`src/rtl/unsigned_to_decimal_ascii_top_macros.svh`:
```
// Assertion macros shared by the decimal ASCII converter modules
`ifndef UNSIGNED_TO_DECIMAL_ASCII_TOP_MACROS_SVH
`define UNSIGNED_TO_DECIMAL_ASCII_TOP_MACROS_SVH

// Property checked at every clock edge outside reset
`define UDA_ASSERT(lbl, prop, msg) \
    lbl: assert property (@(posedge aclk) disable iff (!aresetn) prop) else $error(msg);

// Antecedent in one cycle implies consequent in the next
`define UDA_ASSERT_NEXT(lbl, ante, cons, msg) \
    lbl: assert property (@(posedge aclk) disable iff (!aresetn) (ante) |=> (cons)) else $error(msg);

`endif

```
`src/rtl/u2da_pkg.sv`:
```
// Shared types and constants for the decimal ASCII converter
package u2da_pkg;

    localparam logic [5:0] ASCII_ZERO = 6'd48;
    localparam int FREE_WIDTH = 16;

    typedef enum logic [2:0] {
        ST_IDLE,
        ST_CONVERT,
        ST_CHECK,
        ST_EMIT,
        ST_ERROR
    } state_t;

    // Controller to datapath commands
    typedef struct packed {
        logic load;
        logic step;
        logic emit_digit;
        logic emit_error;
    } cmd_t;

    // Datapath to controller status
    typedef struct packed {
        logic bits_done;
        logic fits;
        logic last_digit;
        logic out_free;
    } status_t;

endpackage

```
`src/rtl/u2da_ctrl.sv`:
```
// Controller state machine for the decimal ASCII converter
`include "unsigned_to_decimal_ascii_top_macros.svh"

module u2da_ctrl (
    input  logic               aclk,
    input  logic               aresetn,
    input  logic               s_tvalid,
    output logic               s_tready,
    output u2da_pkg::cmd_t     cmd,
    input  u2da_pkg::status_t  sts
);

    u2da_pkg::state_t state_reg;
    u2da_pkg::state_t state_next;

    // State register
    always_ff @(posedge aclk) begin
        if (!aresetn) begin
            state_reg <= u2da_pkg::ST_IDLE;
        end else begin
            state_reg <= state_next;
        end
    end

    // Next state and commands
    always_comb begin
        state_next = state_reg;
        cmd        = '0;
        s_tready   = 1'b0;
        unique case (state_reg)
            u2da_pkg::ST_IDLE: begin
                s_tready = 1'b1;
                if (s_tvalid) begin
                    cmd.load   = 1'b1;
                    state_next = u2da_pkg::ST_CONVERT;
                end
            end
            u2da_pkg::ST_CONVERT: begin
                cmd.step = 1'b1;
                if (sts.bits_done) begin
                    state_next = u2da_pkg::ST_CHECK;
                end
            end
            u2da_pkg::ST_CHECK: begin
                state_next = sts.fits ? u2da_pkg::ST_EMIT : u2da_pkg::ST_ERROR;
            end
            u2da_pkg::ST_EMIT: begin
                if (sts.out_free) begin
                    cmd.emit_digit = 1'b1;
                    if (sts.last_digit) begin
                        state_next = u2da_pkg::ST_IDLE;
                    end
                end
            end
            u2da_pkg::ST_ERROR: begin
                if (sts.out_free) begin
                    cmd.emit_error = 1'b1;
                    state_next     = u2da_pkg::ST_IDLE;
                end
            end
            default: begin
                state_next = u2da_pkg::ST_IDLE;
            end
        endcase
    end

    `UDA_ASSERT(a_cmd_onehot, $onehot0({cmd.load, cmd.step, cmd.emit_digit, cmd.emit_error}), "more than one command")
    `UDA_ASSERT(a_emit_fits, (state_reg == u2da_pkg::ST_EMIT) |-> sts.fits, "emitting digits that do not fit")
    `UDA_ASSERT(a_error_nofit, (state_reg == u2da_pkg::ST_ERROR) |-> !sts.fits, "error status although digits fit")

endmodule

```
`src/rtl/u2da_datapath.sv`:
```
// Double-dabble converter, digit store and output register
`include "unsigned_to_decimal_ascii_top_macros.svh"

module u2da_datapath #(
    parameter int VALUE_WIDTH = 64
) (
    input  logic                                aclk,
    input  logic                                aresetn,
    input  logic [VALUE_WIDTH-1:0]              in_value,
    input  logic [u2da_pkg::FREE_WIDTH-1:0]     in_free,
    input  u2da_pkg::cmd_t                      cmd,
    output u2da_pkg::status_t                   sts,
    output logic                                m_tvalid,
    input  logic                                m_tready,
    output logic [7:0]                          m_tdata,   // [5:0] digit_char, [7:6] zero
    output logic                                m_tlast,
    output logic                                m_tuser    // [0] status
);

    // Decimal digits of the largest value, plus one spare top digit
    localparam int NUM_DIGITS = (VALUE_WIDTH * 30103) / 100000 + 1;
    localparam int DCW        = $clog2(NUM_DIGITS + 1);
    localparam int BCW        = $clog2(VALUE_WIDTH);

    logic [VALUE_WIDTH-1:0]          value_reg;
    logic [u2da_pkg::FREE_WIDTH-1:0] free_reg;
    logic [3:0]                      bcd_reg  [0:NUM_DIGITS];
    logic [3:0]                      bcd_next [0:NUM_DIGITS];
    logic [3:0]                      adj      [0:NUM_DIGITS];
    logic [DCW-1:0]                  ndig_reg;
    logic [DCW-1:0]                  ptr_reg;
    logic [BCW-1:0]                  bit_cnt_reg;
    logic                            grow;
    logic [5:0]                      digit_reg;
    logic                            last_reg;
    logic                            status_reg;
    logic                            valid_reg;

    // One double-dabble step: add 3 to digits of five or more, then shift in the next bit
    always_comb begin
        for (int i = 0; i <= NUM_DIGITS; i++) begin
            adj[i] = (bcd_reg[i] >= 4'd5) ? bcd_reg[i] + 4'd3 : bcd_reg[i];
        end
        bcd_next[0] = {adj[0][2:0], value_reg[VALUE_WIDTH-1]};
        for (int i = 1; i <= NUM_DIGITS; i++) begin
            bcd_next[i] = {adj[i][2:0], adj[i-1][3]};
        end
    end

    // Digit count grows by at most one per step
    always_comb begin
        grow = 1'b0;
        for (int i = 0; i <= NUM_DIGITS; i++) begin
            if ((DCW'(i) >= ndig_reg) && (bcd_next[i] != 4'd0)) begin
                grow = 1'b1;
            end
        end
    end

    // Conversion registers
    always_ff @(posedge aclk) begin
        if (!aresetn) begin
            ndig_reg <= DCW'(1);
        end else if (cmd.load) begin
            value_reg   <= in_value;
            free_reg    <= in_free;
            ndig_reg    <= DCW'(1);
            ptr_reg     <= '0;
            bit_cnt_reg <= BCW'(VALUE_WIDTH - 1);
            for (int i = 0; i <= NUM_DIGITS; i++) begin
                bcd_reg[i] <= 4'd0;
            end
        end else if (cmd.step) begin
            value_reg   <= value_reg << 1;
            bit_cnt_reg <= bit_cnt_reg - 1'b1;
            bcd_reg     <= bcd_next;
            if (grow) begin
                ndig_reg <= ndig_reg + 1'b1;
                ptr_reg  <= ndig_reg;
            end else begin
                ptr_reg  <= ndig_reg - 1'b1;
            end
        end else if (cmd.emit_digit) begin
            ptr_reg <= ptr_reg - 1'b1;
        end
    end

    // Output register payload
    always_ff @(posedge aclk) begin
        if (cmd.emit_digit) begin
            digit_reg  <= u2da_pkg::ASCII_ZERO + {2'b00, bcd_reg[ptr_reg]};
            last_reg   <= (ptr_reg == '0);
            status_reg <= 1'b0;
        end else if (cmd.emit_error) begin
            digit_reg  <= 6'd0;
            last_reg   <= 1'b1;
            status_reg <= 1'b1;
        end
    end

    // Output register valid flag
    always_ff @(posedge aclk) begin
        if (!aresetn) begin
            valid_reg <= 1'b0;
        end else if (cmd.emit_digit || cmd.emit_error) begin
            valid_reg <= 1'b1;
        end else if (m_tready) begin
            valid_reg <= 1'b0;
        end
    end

    // Status to controller
    assign sts.bits_done  = (bit_cnt_reg == '0);
    assign sts.fits       = ({{(u2da_pkg::FREE_WIDTH - DCW){1'b0}}, ndig_reg} <= free_reg);
    assign sts.last_digit = (ptr_reg == '0);
    assign sts.out_free   = !valid_reg || m_tready;

    assign m_tvalid = valid_reg;
    assign m_tdata  = {2'b00, digit_reg};
    assign m_tlast  = last_reg;
    assign m_tuser  = status_reg;

    `UDA_ASSERT(a_no_overwrite, (cmd.emit_digit || cmd.emit_error) |-> sts.out_free, "pending result overwritten")
    `UDA_ASSERT(a_ndig_range, (ndig_reg >= DCW'(1)) && (ndig_reg <= DCW'(NUM_DIGITS)), "digit count out of range")
    `UDA_ASSERT(a_ptr_range, cmd.emit_digit |-> (ptr_reg < ndig_reg), "digit pointer beyond count")
    `UDA_ASSERT_NEXT(a_emit_valid, cmd.emit_digit || cmd.emit_error, m_tvalid, "emitted result not presented")

endmodule

```
`src/rtl/unsigned_to_decimal_ascii_top.sv`:
```
// Top level of the unsigned binary to decimal ASCII converter
//
//  Group  Dir  tdata                             tlast        tuser
//  s_     in   [63:0] value, [79:64] free_bytes  -            -
//  m_     out  [5:0] digit_char, [7:6] zero      last         [0] status
//
// An item passes through an accept state, VALUE_WIDTH double-dabble steps (one bit each),
// a check state, then emits one result per digit (one for a buffer-too-small result).
// A new item is taken once the last result of the previous one is in the output register.
// A stalled m_tready holds the output register and pauses emission.
// aresetn is synchronous and clears the controller and the output valid flag.
module unsigned_to_decimal_ascii_top #(
    parameter int VALUE_WIDTH = 64
) (
    input  logic        aclk,
    input  logic        aresetn,
    input  logic        s_tvalid,
    output logic        s_tready,
    input  logic [79:0] s_tdata,   // [63:0] value, [79:64] free_bytes
    output logic        m_tvalid,
    input  logic        m_tready,
    output logic [7:0]  m_tdata,   // [5:0] digit_char, [7:6] zero
    output logic        m_tlast,
    output logic        m_tuser    // [0] status
);

    u2da_pkg::cmd_t    cmd;
    u2da_pkg::status_t sts;

    u2da_ctrl u_ctrl (
        .aclk     (aclk),
        .aresetn  (aresetn),
        .s_tvalid (s_tvalid),
        .s_tready (s_tready),
        .cmd      (cmd),
        .sts      (sts)
    );

    u2da_datapath #(
        .VALUE_WIDTH (VALUE_WIDTH)
    ) u_datapath (
        .aclk     (aclk),
        .aresetn  (aresetn),
        .in_value (s_tdata[VALUE_WIDTH-1:0]),
        .in_free  (s_tdata[79:64]),
        .cmd      (cmd),
        .sts      (sts),
        .m_tvalid (m_tvalid),
        .m_tready (m_tready),
        .m_tdata  (m_tdata),
        .m_tlast  (m_tlast),
        .m_tuser  (m_tuser)
    );

endmodule

```
`config.mk`:
```
export PLATFORM = sky130hd
export DESIGN_NAME = unsigned_to_decimal_ascii_top
export DESIGN_NICKNAME = d
export VERILOG_FILES = /design/src/rtl/u2da_pkg.sv /design/src/rtl/u2da_ctrl.sv /design/src/rtl/u2da_datapath.sv /design/src/rtl/unsigned_to_decimal_ascii_top.sv
export VERILOG_INCLUDE_DIRS = /design/src /design/src/rtl
export SDC_FILE = /design/constraint.sdc
export NUM_CORES = 1
export LEC_CHECK = 0
export BUFFER_PORTS_ARGS = -buffer_cell sky130_fd_sc_hd__buf_2
export CAP_MARGIN = 20
export CORE_ASPECT_RATIO = 0.7
export CORE_MARGIN = 5
export CORE_UTILIZATION = 25
export CTS_CLUSTER_SIZE = 24
export DETAILED_ROUTE_END_ITERATION = 10
export SLEW_MARGIN = 20
export SYNTH_ARGS = -nofsm -noshare
export SYNTH_HDL_FRONTEND = slang
export SYNTH_HIERARCHICAL = 1
export SYNTH_SLANG_ARGS = --single-unit
export TNS_END_PERCENT = 5
```
`constraint.sdc`:
```
create_clock -name aclk -period 8.93 [get_ports aclk]
set_input_delay 0.893 -clock aclk [delete_from_list [all_inputs] [get_ports aclk]]
set_output_delay 0.893 -clock aclk [all_outputs]
set_load 0.02 [all_outputs]
```
== After elaboration in Yosys (flattened, before gate mapping) ==
Index checks and enable logic that the tools add are counted.

* ROM bits: 0
* Bits in registers: 192
* Memories kept: 0
* Bits in latches: 0
* Bits in writable memories: 0
* Output and inout bits: 12

* Reduce and logical (&&, ||, !) cells: 58
* Divide/modulo/power cells: 0
* Multiply operators: 0
* $add $sub $neg: 26
* Muxes and demuxes: 72
* Eq/ne operators: 9
* Shift-type cells: 0
* Bitwise logic cells: 2
* Magnitude comparators: 44

{| class="wikitable"
|+ Operators with widths
! kind !! number
|-
| 2-to-1 mux 64 bit || 2
|-
| 2-to-1 mux 4 bit || 22
|-
| greater-or-equal comparator 4 x 3 -> 1 bit (second input constant) || 21
|-
| 2-to-1 mux 84 bit || 1
|-
| nonzero test 4 bit || 21
|-
| adder 4 x 2 -> 4 bit (second input constant) || 20
|-
| greater-or-equal comparator 4 x 5 -> 1 bit (first input constant) || 8
|-
| 2-to-1 mux 1 bit || 32
|-
| greater-or-equal comparator 5 bit (first input constant) || 5
|-
| logical AND 1 bit || 21
|-
| 2-to-1 mux 3 bit || 7
|-
| binary-select mux 4 bit (select 5 bit) || 1
|-
| greater-or-equal comparator 3 x 5 -> 1 bit (first input constant) || 4
|-
| 2-to-1 mux 6 bit || 3
|-
| less-or-equal comparator 5 x 16 -> 1 bit || 1
|-
| 2-to-1 mux 5 bit || 3
|-
| one-hot mux 3 bit (5 select lines) || 1
|-
| greater-or-equal comparator 1 x 5 -> 1 bit (first input constant) || 2
|-
| greater-or-equal comparator 2 x 5 -> 1 bit (first input constant) || 2
|-
| != test 2 bit (second input constant) || 5
|-
| subtractor 5 x 1 -> 5 bit (second input constant) || 2
|-
| AND reduction 2 bit || 4
|-
| adder 5 x 5 -> 6 bit (first input constant) || 1
|-
| equality test 3 x 2 -> 1 bit (second input constant) || 2
|-
| 17 further kinds || 20
|}

== Logic depth before layout (Yosys ltp) ==
* Depth after elaboration: 27
* Depth in mapped cells: 11
* Depth with buffers taken out: 11

== Cells and area by module ==
The synthesis kept the hierarchy.

{| class="wikitable"
|+ Modules (own cells, without submodules)
! module !! sequential area each (um^2) !! area each (um^2) !! times used !! cells each
|-
| u2da_datapath || 5575.3 || 11178.2 || 1 || 979
|-
| u2da_ctrl || 60.1 || 242.7 || 1 || 29
|}

== Worst setup path before layout ==
Ideal clock, no wire load.

* Kind: flip-flop to flip-flop
* Start: register u_ctrl.state_reg[1]
* End: register u_datapath/bcd_reg[0] in the netlist's numbering (enable)
* Library setup time: 688 ps
* Required time: 8242 ps
* Path slack: -164 ps
* Cell stages (with the launch flop): 7
* Arrival: 8406 ps
* Path through: dfxtp_1 buf_6 nor3_1 and2_1 clkbuf_1 nor2_1 nor2b_1

{| class="wikitable"
|+ RTL lines
! item !! line !! RTL
|-
| start: declaration || u2da_ctrl.sv:13 || <nowiki>u2da_pkg::state_t state_reg;</nowiki>
|-
| start signal: assignment || u2da_ctrl.sv:19 || <nowiki>state_reg <= u2da_pkg::ST_IDLE;</nowiki>
|-
| start signal: assignment || u2da_ctrl.sv:21 || <nowiki>state_reg <= state_next;</nowiki>
|-
| end signal: assignment || u2da_datapath.sv:76 || <nowiki>bcd_reg <= bcd_next;</nowiki>
|-
| end: declaration || u2da_datapath.sv:27 || <nowiki>logic [3:0] bcd_reg [0:NUM_DIGITS];</nowiki>
|}

== Worst setup path in the final report ==
* Start: register u_datapath/bcd_reg[4] in the netlist's numbering
* End: register u_datapath.ptr_reg[0], data pin

* Word-level cells in the longest chain between the ends: 8

{| class="wikitable"
|+ Ends and longest elaborated chain
! item !! line !! RTL
|-
| adder 4 x 2 -> 4 bit or greater-or-equal comparator 4 x 3 -> 1 bit (tied branches) || u2da_datapath.sv:42 || <nowiki>adj[i] = (bcd_reg[i] >= 4'd5) ? bcd_reg[i] + 4'd3 : bcd_reg[i];</nowiki>
|-
| 2-to-1 mux 4 bit (*) || u2da_datapath.sv:42 ||
|-
| nonzero test 4 bit || u2da_datapath.sv:54 || <nowiki>if ((DCW'(i) >= ndig_reg) && (bcd_next[i] != 4'd0)) begin</nowiki>
|-
| logical AND 1 bit || u2da_datapath.sv:54 ||
|-
| 2-to-1 mux 1 bit || u2da_datapath.sv:54 ||
|-
| 2-to-1 mux 1 bit (*) || u2da_datapath.sv:54 ||
|-
| 2-to-1 mux 5 bit (*) || u2da_datapath.sv:77 || <nowiki>if (grow) begin</nowiki>
|-
| 2-to-1 mux 5 bit (*) || u2da_datapath.sv:73 || <nowiki>end else if (cmd.step) begin</nowiki>
|-
| end signal: assignment || u2da_datapath.sv:79 || <nowiki>ptr_reg <= ndig_reg;</nowiki>
|-
| end signal: assignment || u2da_datapath.sv:81 || <nowiki>ptr_reg <= ndig_reg - 1'b1;</nowiki>
|-
| end signal: assignment || u2da_datapath.sv:84 || <nowiki>ptr_reg <= ptr_reg - 1'b1;</nowiki>
|-
| end: declaration || u2da_datapath.sv:31 || <nowiki>logic [DCW-1:0] ptr_reg;</nowiki>
|}

Mark *: on every way between the ends. The rest lies on a longest branch, timed or not.
A chain may end at the register's enable or synchronous reset.

==> results.txt <==
The final setup violation count is 0. The worst path needs 3.93 ns of the cycle, external delays included. For this run, the total global-route usage over all layers was measured as 10.7%. The global-route met2 utilization came out at 15.5%. In this run the critical register-to-register path is launched from u_datapath/bcd_reg[4]. The growth of design area from synthesis to finish is 14.4%. The count of endpoints failing hold in the final timing report came out at 0. Setup slack closes at 5.00 ns. The number of cells traversed by the worst register-to-register path is 10. Counting every sink on the clock net gives 191. The placed instance count came out at 1669.

The count of nets left with antenna violations after detail routing came out at 0. The leakage power summed over all cells is 4.76 nW. The pin count of the biggest net entering global routing is 85. The share of post-route cells with drive strength above 1 came out at 21.9%. The number of hold buffers added after CTS was 0. The count of final max-slew check failures came out at 0. The worst hold path stage count is 2.

The final sum of negative setup slack came out at 0 ns. The total die area came out at 0.0501 mm2. The height of the die came out at 189 um.

The required time reported for the critical path endpoint is 9.14 ns. At the pin with the least slew margin, the transition time is 1.02 ns. VDD sags by at most 0.113 mV. Setup repair after global routing left no endpoint under its margin. The netlist area before placement came out at 0.0114 mm2.

The global placement routability congestion came out at 0.889. The most common cell after layout, fill and taps aside is sky130_fd_sc_hd__edfxtp_1. The tightest min-delay check is of the reg -> reg type. The number of fill cells came out at 4612. The number of resized instances in the post-cts repair step came out at 0. The fraction of the yosys area taken by sequential cells is 49.3%.

The worst setup path is launched from a register. The footprint of the flip-flops and latches is 0.00564 mm2. The worst clock skew is 0.00991 ns. The area taken by multi-input logic gates came out at 0.00534 mm2. The startpoint of the tightest hold check path is u_datapath/m_tuser. The HPWL after detailed placement is 19800 um. The clock network latency to the later pin of the worst-skew pair came out at 0.44 ns. The utilization of the core after routing is 28.9%. The count of nets after finishing is 1225.

The pre-CTS setup slack is 4.98 ns. TritonCTS built the clock tree. In this run the post-CTS setup repair buffer count came out at 0. The detail-routed via count per cell came out at 4.79. In this run the power density over the cells is 175 mW/mm2. The initial utilization of the core area, before any placement, comes to 25.3%. The mean area per synthesized cell came out at 11.3 um2. The number of buffers added by the clock tree synthesis step came out at 17. The floorplan has 65 rows. The number of warnings reported in the yosys synthesis log came out at 6.

The met1 track demand over resource is 16.0%. Input and output buffers added on the ports amount to 93. The critical path in this run is classified as reg -> reg. The top cell type by total area after synthesis is sky130_fd_sc_hd__edfxtp_1. The number of flip-flops and latches in the synthesized netlist is 191. The initial detailed-routing violation count is 821.

The area share of the leading cell type in the synthesized netlist came out at 47.6%. The number of flip-flops in the largest register is 84. The clock transition time at the flip-flop clock pins of the worst setup and hold paths is 0.07 ns.

The largest fanout on the critical path came out at 6. After layout, the worst path uses 44.0% of the clock period. The kind of end point of the critical path is a register. The total congestion overflow after global routing is 0.

Dividing the detail-routed wire length by the instance count gives 16.1 um. By area the synthesized netlist is led by sky130_fd_sc_hd__edfxtp_1 (48%), sky130_fd_sc_hd__mux2_2 (7.1%), sky130_fd_sc_hd__ha_1 (6.1%), sky130_fd_sc_hd__mux4_2 (4.5%), sky130_fd_sc_hd__nor2_1 (3.7%). In this run the horizontal extent of the chip is 265 um. The met3 layer usage reported by global route is 2.99%.

The number of buffers on the longest clock path is 2. The worst pin sits at a relative slew slack of 31.7%. For flop-to-flop paths, the worst setup slack is 5.00 ns. The area inside the core boundary is 0.0451 mm2. The final standard cell count with taps included and fillers excluded is 1701.

The number of detailed-route iterations in the first pass came out at 5. The number of design rule violations left after detail routing is 0. The unique cell type count in the Yosys netlist came out at 76.

met1 is the most crowded layer. The worst register-to-register path ends at u_datapath/ptr_reg[0]. The number of levels the H-tree was split into came out at 4. The number of max-capacitance violations reported is 0. The fmax is 255 MHz. The wire length of the first global-routing pass is 43100 um. 96 I/O pins were placed. The via count of the first global-routing pass came to 7814. The count of mapped cells out of synthesis came out at 1008. The signal arrival time at the worst endpoint is 4.14 ns. The flow ran to the end, and the final reports show no timing, DRC or antenna violations. The number of antenna violations at the first check in global routing is 0. The root buffer cell chosen for the clock tree is sky130_fd_sc_hd__clkbuf_16. The via count of the routed design came out at 8142. After detailed routing, the total wire length is 27400 um.

The synthesized design contains 181 enable-type register cells. In the layout the commonest cells are sky130_fd_sc_hd__edfxtp_1 (181), sky130_fd_sc_hd__nor2_1 (112), sky130_fd_sc_hd__buf_2 (93). The share of flip-flops with an asynchronous set or reset after synthesis is 0%. The most used flip-flop cell after synthesis is sky130_fd_sc_hd__edfxtp_1. The worst hold path terminates at u_datapath/m_tuser. The number of antenna diodes is 0.
## worst max path at each step
stage | from | to | slack (ns) | cells after the start
after floorplan | u_ctrl/state_reg[1] | u_datapath/ptr_reg[0] | 2.80 | 7
after global placement | s_tvalid | u_datapath/value_reg[5] | 5.00 | 6
after detailed placement | s_tvalid | u_datapath/value_reg[37] | 4.98 | 6
after CTS | u_datapath/bcd_reg[4] | u_datapath/ptr_reg[0] | 5.09 | 10
after global routing | u_datapath/bcd_reg[60] | u_datapath/ptr_reg[0] | 4.72 | 10
final | u_datapath/bcd_reg[4] | u_datapath/ptr_reg[0] | 5.00 | 10
## synthesized netlist by cell type, types with 8 or more instances
library cell               instances
sky130_fd_sc_hd__nand2b_1         31
sky130_fd_sc_hd__mux4_2           23
sky130_fd_sc_hd__clkbuf_1         21
sky130_fd_sc_hd__inv_1            67
sky130_fd_sc_hd__nand2_1          47
sky130_fd_sc_hd__nor3_1           15
sky130_fd_sc_hd__nor2b_1          19
sky130_fd_sc_hd__mux2i_1           9
sky130_fd_sc_hd__xnor2_1          25
sky130_fd_sc_hd__nand3_1           8
sky130_fd_sc_hd__nand3b_1         13
sky130_fd_sc_hd__mux2_2           72
sky130_fd_sc_hd__dfxtp_1          10
sky130_fd_sc_hd__nor3b_1          30
sky130_fd_sc_hd__a31oi_1          17
sky130_fd_sc_hd__edfxtp_1        181
sky130_fd_sc_hd__or3_1             8
sky130_fd_sc_hd__buf_1            11
sky130_fd_sc_hd__and2_1            8
sky130_fd_sc_hd__a21oi_1          72
sky130_fd_sc_hd__o21ai_0          32
sky130_fd_sc_hd__nor2_1          112
sky130_fd_sc_hd__ha_1             56
## through the flow
| stage | hold slack [ns] | instance area (um2) | total power, mW |
|---|---|---|---|
| floorplan | 0.501 | 11400 | 1.43 |
| global placement | 0.475 | 12500 | 1.54 |
| detailed placement | 0.495 | 12500 | 1.55 |
| CTS | 0.509 | 13100 | 2.30 |
| global route | 0.549 | 13100 | 2.40 |
| finish | 0.507 | 13100 | 2.28 |
## logic make-up (layout without fill, tap and decap cells)
family                     count (synthesis)  after routing  share of synthesized area (%)
other                                      1              2                         0.0328
muxes                                    105            105                           12.7
DFF                                      191            191                           49.3
AOI/OAI and AO/OA                        187            187                           10.3
buffers and inverters                    110            199                           4.04
xor gates and xnor gates                  27             27                           2.07
adders and majority gates                 57             57                           6.22
and+or+nand+nor                          330            330                           15.3
## critical path: stages, from the launching register on
cell,delay [ns]
sky130_fd_sc_hd__edfxtp_1,0.46
sky130_fd_sc_hd__inv_1,0.14
sky130_fd_sc_hd__ha_1,0.25
sky130_fd_sc_hd__and3b_1,0.18
sky130_fd_sc_hd__o21ai_0,0.08
sky130_fd_sc_hd__a221o_1,0.41
sky130_fd_sc_hd__nor4b_2,0.33
sky130_fd_sc_hd__a41oi_1,0.19
sky130_fd_sc_hd__nor4_1,0.77
sky130_fd_sc_hd__a31oi_1,0.38
sky130_fd_sc_hd__a2111oi_1,0.50
## power by group
group          switching, mW  total (mW)  internal (mW)
registers             0.0676        1.14           1.07
clock network          0.353       0.745          0.392
logic                  0.220       0.400          0.181
total                  0.640        2.28           1.64
## area by class of cell
cell class / count / share of cell area (%)
timing repair buffer: 100 / 3.97
clock inverter: 13 / 0.996
inverter: 67 / 1.93
sequential: 191 / 43.2
tap: 603 / 5.78
clock buffer: 19 / 3.31
multi-input combinational: 708 / 40.9
## per-layer routing
metal	vias up	part of all wire, %
met2	228	43
li1	3898	-
met5	-	0
met4	0	0.87
met1	3994	49
met3	22	7.0
Power figures use the tool's default switching activity.
